<file path="config.mk">
export PLATFORM = sky130hd
export DESIGN_NAME = gf3pi_ctrl
export DESIGN_NICKNAME = d
export VERILOG_FILES = /design/src/hdl/gf3pi_pkg.sv /design/src/hdl/gf3pi_ctrl.sv
export SDC_FILE = /design/constraint.sdc
export NUM_CORES = 1
export LEC_CHECK = 0
export BUFFER_PORTS_ARGS = -buffer_cell sky130_fd_sc_hd__buf_2
export CORE_UTILIZATION = 28
export DETAILED_ROUTE_END_ITERATION = 8
export MAX_ROUTING_LAYER = met4
export PLACE_DENSITY_LB_ADDON = 0.3
export SLEW_MARGIN = 5
export SYNTH_ARGS = -nofsm -noshare
export SYNTH_HDL_FRONTEND = slang
export SYNTH_SLANG_ARGS = --single-unit
</file>
<file path="constraint.sdc">
create_clock -name clk -period 4.4 [get_ports clk]
set_input_delay 0.44 -clock clk [delete_from_list [all_inputs] [get_ports clk]]
set_output_delay 0.44 -clock clk [all_outputs]
set_load 0.01 [all_outputs]
</file>
<file path="src/hdl/gf3pi_pkg.sv">
package gf3pi_pkg;

	localparam int MAX_DEGREE = 8;
	localparam int COEF_BITS = 16;

	typedef logic [1:0] dig_t;
	typedef dig_t [MAX_DEGREE:0] poly_t;
	typedef logic [3:0] deg_t;
	typedef logic [2:0] idx_t;

	// verdict codes
	localparam logic [1:0] V_IRRED = 2'd0;
	localparam logic [1:0] V_NOT_MONIC = 2'd1;
	localparam logic [1:0] V_FROB = 2'd2;
	localparam logic [1:0] V_GCD = 2'd3;

	localparam dig_t D_ZERO = 2'd0;
	localparam dig_t D_ONE = 2'd1;

	// controller to datapath
	typedef struct packed {
		logic load;
		logic mul_init;
		logic mul_from_acc;
		logic mul_step;
		idx_t bidx;
		logic store_h;
		logic save_ga;
		logic save_gb;
		logic gcd_load;
		logic gcd_sel;
		logic gcd_step;
	} cmd_t;

	// datapath to controller
	typedef struct packed {
		deg_t n;
		logic monic;
		logic frob_ok;
		logic gcd_done;
		logic coprime;
	} stat_t;

	function automatic dig_t gf_norm(input logic [1:0] d);
		return (d == 2'd3) ? D_ZERO : d;
	endfunction

	function automatic dig_t gf_add(input dig_t a, input dig_t b);
		logic [2:0] s;
		s = {1'b0, a} + {1'b0, b};
		return (s >= 3'd3) ? dig_t'(s - 3'd3) : dig_t'(s);
	endfunction

	function automatic dig_t gf_sub(input dig_t a, input dig_t b);
		dig_t nb;
		nb = (b == D_ZERO) ? D_ZERO : dig_t'(2'd3 - b);
		return gf_add(a, nb);
	endfunction

	function automatic dig_t gf_mul(input dig_t a, input dig_t b);
		dig_t r;
		if (a == D_ZERO || b == D_ZERO) begin
			r = D_ZERO;
		end else if (a == b) begin
			r = D_ONE;
		end else begin
			r = 2'd2;
		end
		return r;
	endfunction

	// n / r for the odd prime r dividing n (n up to MAX_DEGREE), zero when there is none
	function automatic deg_t odd_quot(input deg_t n);
		deg_t q;
		case (n)
			4'd3, 4'd5, 4'd7: q = 4'd1;
			4'd6: q = 4'd2;
			default: q = 4'd0;
		endcase
		return q;
	endfunction

endpackage

</file>
<file path="src/hdl/gf3pi_ctrl.sv">
module gf3pi_ctrl (
	input logic clk,
	input logic arst_n,
	input logic start,
	input gf3pi_pkg::stat_t st,
	output gf3pi_pkg::cmd_t cmd,
	output logic busy,
	output logic done,
	output logic [1:0] verdict
);
	import gf3pi_pkg::*;

	localparam logic [3:0] S_IDLE = 4'd0;
	localparam logic [3:0] S_CHECK = 4'd1;
	localparam logic [3:0] S_MINIT1 = 4'd2;
	localparam logic [3:0] S_MSTEP1 = 4'd3;
	localparam logic [3:0] S_MINIT2 = 4'd4;
	localparam logic [3:0] S_MSTEP2 = 4'd5;
	localparam logic [3:0] S_STORE = 4'd6;
	localparam logic [3:0] S_FROB = 4'd7;
	localparam logic [3:0] S_GLOAD = 4'd8;
	localparam logic [3:0] S_GSTEP = 4'd9;

	logic [3:0] state_q;
	idx_t j_q;
	deg_t k_q;
	logic gsel_q;
	logic done_q;
	logic [1:0] verdict_q;
	deg_t ta, tb;

	// powers whose difference with x enters a gcd
	assign ta = st.n[0] ? 4'd0 : {1'b0, st.n[3:1]};
	assign tb = odd_quot(st.n);

	always_comb begin
		cmd = '0;
		cmd.bidx = j_q;
		cmd.gcd_sel = gsel_q;
		case (state_q)
			S_IDLE: cmd.load = start;
			S_MINIT1: cmd.mul_init = 1'b1;
			S_MINIT2: begin
				cmd.mul_init = 1'b1;
				cmd.mul_from_acc = 1'b1;
			end
			S_MSTEP1, S_MSTEP2: cmd.mul_step = 1'b1;
			S_STORE: begin
				cmd.store_h = 1'b1;
				cmd.save_ga = (k_q == ta);
				cmd.save_gb = (k_q == tb);
			end
			S_GLOAD: cmd.gcd_load = 1'b1;
			S_GSTEP: cmd.gcd_step = !st.gcd_done;
			default: cmd = '0;
		endcase
	end

	always_ff @(posedge clk or negedge arst_n) begin
		if (!arst_n) begin
			state_q <= S_IDLE;
			j_q <= '0;
			k_q <= '0;
			gsel_q <= 1'b0;
			done_q <= 1'b0;
			verdict_q <= V_IRRED;
		end else begin
			done_q <= 1'b0;
			case (state_q)
				S_IDLE: begin
					if (start) state_q <= S_CHECK;
				end
				S_CHECK: begin
					k_q <= 4'd1;
					if (st.n == 4'd0 || st.n > deg_t'(MAX_DEGREE) || !st.monic) begin
						done_q <= 1'b1;
						verdict_q <= V_NOT_MONIC;
						state_q <= S_IDLE;
					end else if (st.n == 4'd1) begin
						done_q <= 1'b1;
						verdict_q <= V_IRRED;
						state_q <= S_IDLE;
					end else begin
						state_q <= S_MINIT1;
					end
				end
				S_MINIT1, S_MINIT2: begin
					j_q <= idx_t'(st.n - 4'd1);
					state_q <= (state_q == S_MINIT1) ? S_MSTEP1 : S_MSTEP2;
				end
				S_MSTEP1, S_MSTEP2: begin
					if (j_q == '0) begin
						state_q <= (state_q == S_MSTEP1) ? S_MINIT2 : S_STORE;
					end else begin
						j_q <= j_q - 3'd1;
					end
				end
				S_STORE: begin
					if (k_q == st.n) begin
						state_q <= S_FROB;
					end else begin
						k_q <= k_q + 4'd1;
						state_q <= S_MINIT1;
					end
				end
				S_FROB: begin
					if (!st.frob_ok) begin
						done_q <= 1'b1;
						verdict_q <= V_FROB;
						state_q <= S_IDLE;
					end else if (ta != 4'd0) begin
						gsel_q <= 1'b0;
						state_q <= S_GLOAD;
					end else if (tb != 4'd0) begin
						gsel_q <= 1'b1;
						state_q <= S_GLOAD;
					end else begin
						done_q <= 1'b1;
						verdict_q <= V_IRRED;
						state_q <= S_IDLE;
					end
				end
				S_GLOAD: state_q <= S_GSTEP;
				S_GSTEP: begin
					if (st.gcd_done) begin
						if (!st.coprime) begin
							done_q <= 1'b1;
							verdict_q <= V_GCD;
							state_q <= S_IDLE;
						end else if (!gsel_q && tb != 4'd0) begin
							gsel_q <= 1'b1;
							state_q <= S_GLOAD;
						end else begin
							done_q <= 1'b1;
							verdict_q <= V_IRRED;
							state_q <= S_IDLE;
						end
					end
				end
				default: state_q <= S_IDLE;
			endcase
		end
	end

	assign busy = (state_q != S_IDLE);
	assign done = done_q;
	assign verdict = verdict_q;

endmodule

</file>
==> results.tsv <==
stage	metric	value	unit
global_route	total gr overflow	0	
logic_synthesis	post-synthesis register bit count	15	
logic_synthesis	syn_area_per_cell	8.562	um^2
timing	worst relative slew slack	0.6261	
logic_synthesis	share of Yosys cell area claimed by the top area cell type	0.2757	
global_route	first-pass GRT wire length	5658	um
timing	Final Hold Fails	0	
cells_and_area	# fillers	530	
clock_tree	Reg clk slew, reported paths	0.07	ns
logic_synthesis	Distinct cells, synth	57	
timing	Final Skew	0.006270	ns
clock_tree	CTS tree	built	
die	die area	5144	um^2
power	overall power	0.0008446	W
clock_tree	clock latency at the later pin of the worst-skew pair	0.25	ns
worst_setup_path	critical path class	flip-flop to output port	
worst_setup_path	RR Startpoint	state_q[1]	
logic_synthesis	Syn. warnings	0	
worst_setup_path	crit path launch type	flip-flop	
global_route	GRT Total Usage	0.1419	
placed_design	DP Worst Slack	2.233	ns
routing	post-route ant nets	0	
hold_path	HP Class	input pin to asynchronous set/reset pin	
logic_synthesis	Syn Inst Count	159	
worst_setup_path	CP peak stage delay	0.69	ns
clock_tree	root buf cell	clkbuf_8	
placed_design	HPWL after DPL	2317	um
worst_setup_path	Req. time, crit path	3.96	ns
run	MaxCap Viol Count	0	
routing	Pre-Repair DR Iteration Count	4	
worst_setup_path	Crit path max-delay family	flip-flops	
worst_setup_path	Worst R2R End	j_q[2]	
timing	fin crit share	0.4971	
power	leak pwr	0.7095	nW
cells_and_area	antenna diode count	0	
logic_synthesis	Mapped Nets	172	
die	initial core utilization	0.2901	
timing	Max Slew Vio Count	0	
timing	setup TNS	0	ns
die	Die X	71.73	um
cells_and_area	nets	190	
clock_tree	CTS Buffer Depth	2	
global_route	vias in the first global route	1167	
timing	Slew @ Worst Pin	0.5608	ns
global_route	initial antenna violation count	0	
power	PD cells	555.1	nW/um^2
clock_tree	post-cts hold buffer count	0	
logic_synthesis	FFs w/ async S/R, synth	1.000	
worst_setup_path	Buf/Inv on CP	2	
routing	wirelength, routed	3292	um
worst_setup_path	CP arrival	1.75	ns
power	maximum VDD drop	335.6	uV
clock_tree	Resize count post-CTS	0	
timing	f_max	457.2	MHz
die	FP Rows	25	
cells_and_area	share of post-route cells with drive strength above 1	0.2216	
routing	1st-iter DRT viols	43	
global_route	pin count of the biggest net entering global routing	20	
timing	Final WS setup	2.213	ns
timing	unrepaired setup endpoints after global routing	no	
worst_setup_path	crit path max fanout	18	
clock_tree	CTS Sinks	15	
worst_setup_path	CP Capture Type	output port	
placed_design	RePlAce Congestion	0.8419	
die	DIE HEIGHT	71.73	um
routing	Via density	5.378	
logic_synthesis	Seq/Total Area, Yosys	0.2757	
clock_tree	H-tree levels	1	
logic_synthesis	Area contributors post-synth	dfrtp_1 28%, nor2_1 3.9%, mux2i_1 2.9%	
placed_design	I/O Buffers	27	
clock_tree	Post-CTS Setup Bufs	0	
logic_synthesis	synthesized area	1361	um^2
worst_setup_path	ordered list of cells on the worst path	inv_2 > o21ai_1 > nor2b_1 > buf_2	
worst_setup_path	slowest CP cell	dfrtp_1	
worst_setup_path	R2R cell count	7	
die	IO Count	28	
worst_setup_path	flop2flop setup slack	2.23	ns
cells_and_area	Area growth, synth to finish	11.76	%
routing	drt wl/cell	14.31	um
timing	# setup viols final	0	
timing	fin crit period	2.187	ns
die	core area	4692	um^2
logic_synthesis	EDFF count, synth	0	
outcome	status	complete, no violations	
clock_tree	number of CTS-inserted buffers	3	
logic_synthesis	Synth Flop Type	dfrtp_1	
routing	DR DRC count	0	
routing	via count	1237	
logic_synthesis	cell taking the most area after synthesis	dfrtp_1	
-- layout make-up --
cell class	instances	area (um^2)	share of cell area
multi-input cells	122	868.3	0.5707
flip-flops and latches	15	375.4	0.2467
repair buffers	27	135.1	0.08882
well taps	54	67.56	0.04441
clock buffers	4	45.04	0.02961
inverters	8	30.03	0.01974
-- synth_stat cells, types with 2 or more instances --
cell and number:
ha_1 2, a211oi_1 2, nand3_1 2, nor2b_1 3, buf_6 3, inv_1 6, nor3_1 7, clkbuf_1 3
nor3b_1 2, or4_1 2, o31ai_1 2, or3_1 2, mux2i_1 4, mux2_1 2, or2_1 2, o22ai_1 3
inv_2 2, a31oi_1 3, o21ai_1 5, nand4_1 2, nand2_1 10, dfrtp_1 15, a21o_1 4, buf_2 7
nor4bb_1 2, xnor2_1 4, xor2_1 4, o2bb2ai_1 2, o21ai_0 2, nor2_1 14, and3_1 2, nor4_1 3
nand2b_1 2, a21oi_1 6
-- flip-flops by register name, indices dropped and copies added, names as in the netlist --
register and cells:
verdict 2, gsel_q 1, state_q 4, done 1
k_q 4, j_q 3
-- placed cells by master (no fill, tap or decap), types with 5 or more instances in the layout --
master / n
nand2_1: 10
inv_1: 6
a21oi_1: 6
nor2_1: 14
o21ai_1: 5
dfrtp_1: 15
buf_2: 27
nor3_1: 7
-- power by group --
group / leakage, nW / switching (W) / internal [W]
combinational: 0.501 / 0.000244 / 0.000210
clock: 0.0228 / 0.0000522 / 0.0000643
sequential: 0.186 / 0.0000932 / 0.000180
total: 0.709 / 0.000390 / 0.000455
-- per-stage QoR --
stage          cell area (um^2)  hold slack, ns    util  std cells
2_1_floorplan              1361          0.1444       -        159
6_report                   1521         0.09169  0.3243        230
3_3_place_gp               1476          0.3779  0.3147        226
4_1_cts                    1521         0.09805  0.3243        230
3_5_place_dp               1476          0.3834  0.3147        226
5_1_grt                    1521          0.1146  0.3243        230
-- worst max path at each step --
| stage | from | endpoint | depth (start not counted) |
|---|---|---|---|
| final | state_q[0] | cmd[1] | 4 |
| after global routing | state_q[1] | j_q[2] | 7 |
| after CTS | k_q[2] | cmd[4] | 5 |
| after detailed placement | state_q[1] | j_q[2] | 7 |
| after global placement | state_q[1] | j_q[2] | 7 |
| after floorplan | k_q[2] | cmd[4] | 5 |
-- cells by family (layout without fill, tap and decap cells) --
group,count (synthesis),in the layout,share of synthesized area
flip-flops,15,15,0.2757
buffers and inverters,22,39,0.08640
multiplexers,6,6,0.04596
AO/OA/AOI/OAI,42,42,0.2325
adder cells (fa/ha/maj),3,3,0.02573
XOR/XNOR,8,8,0.05147
AND/OR/NAND/NOR,63,63,0.2822
-- metal layers --
metal	global-route usage	vias to the layer above	routed length [um]
li1	-	619	-
met2	0.2191	30	1505
met1	0.1882	586	1626
met3	0.03516	2	145
met4	0.03050	0	14
met5	-	-	0
Power figures use the tool's default switching activity.
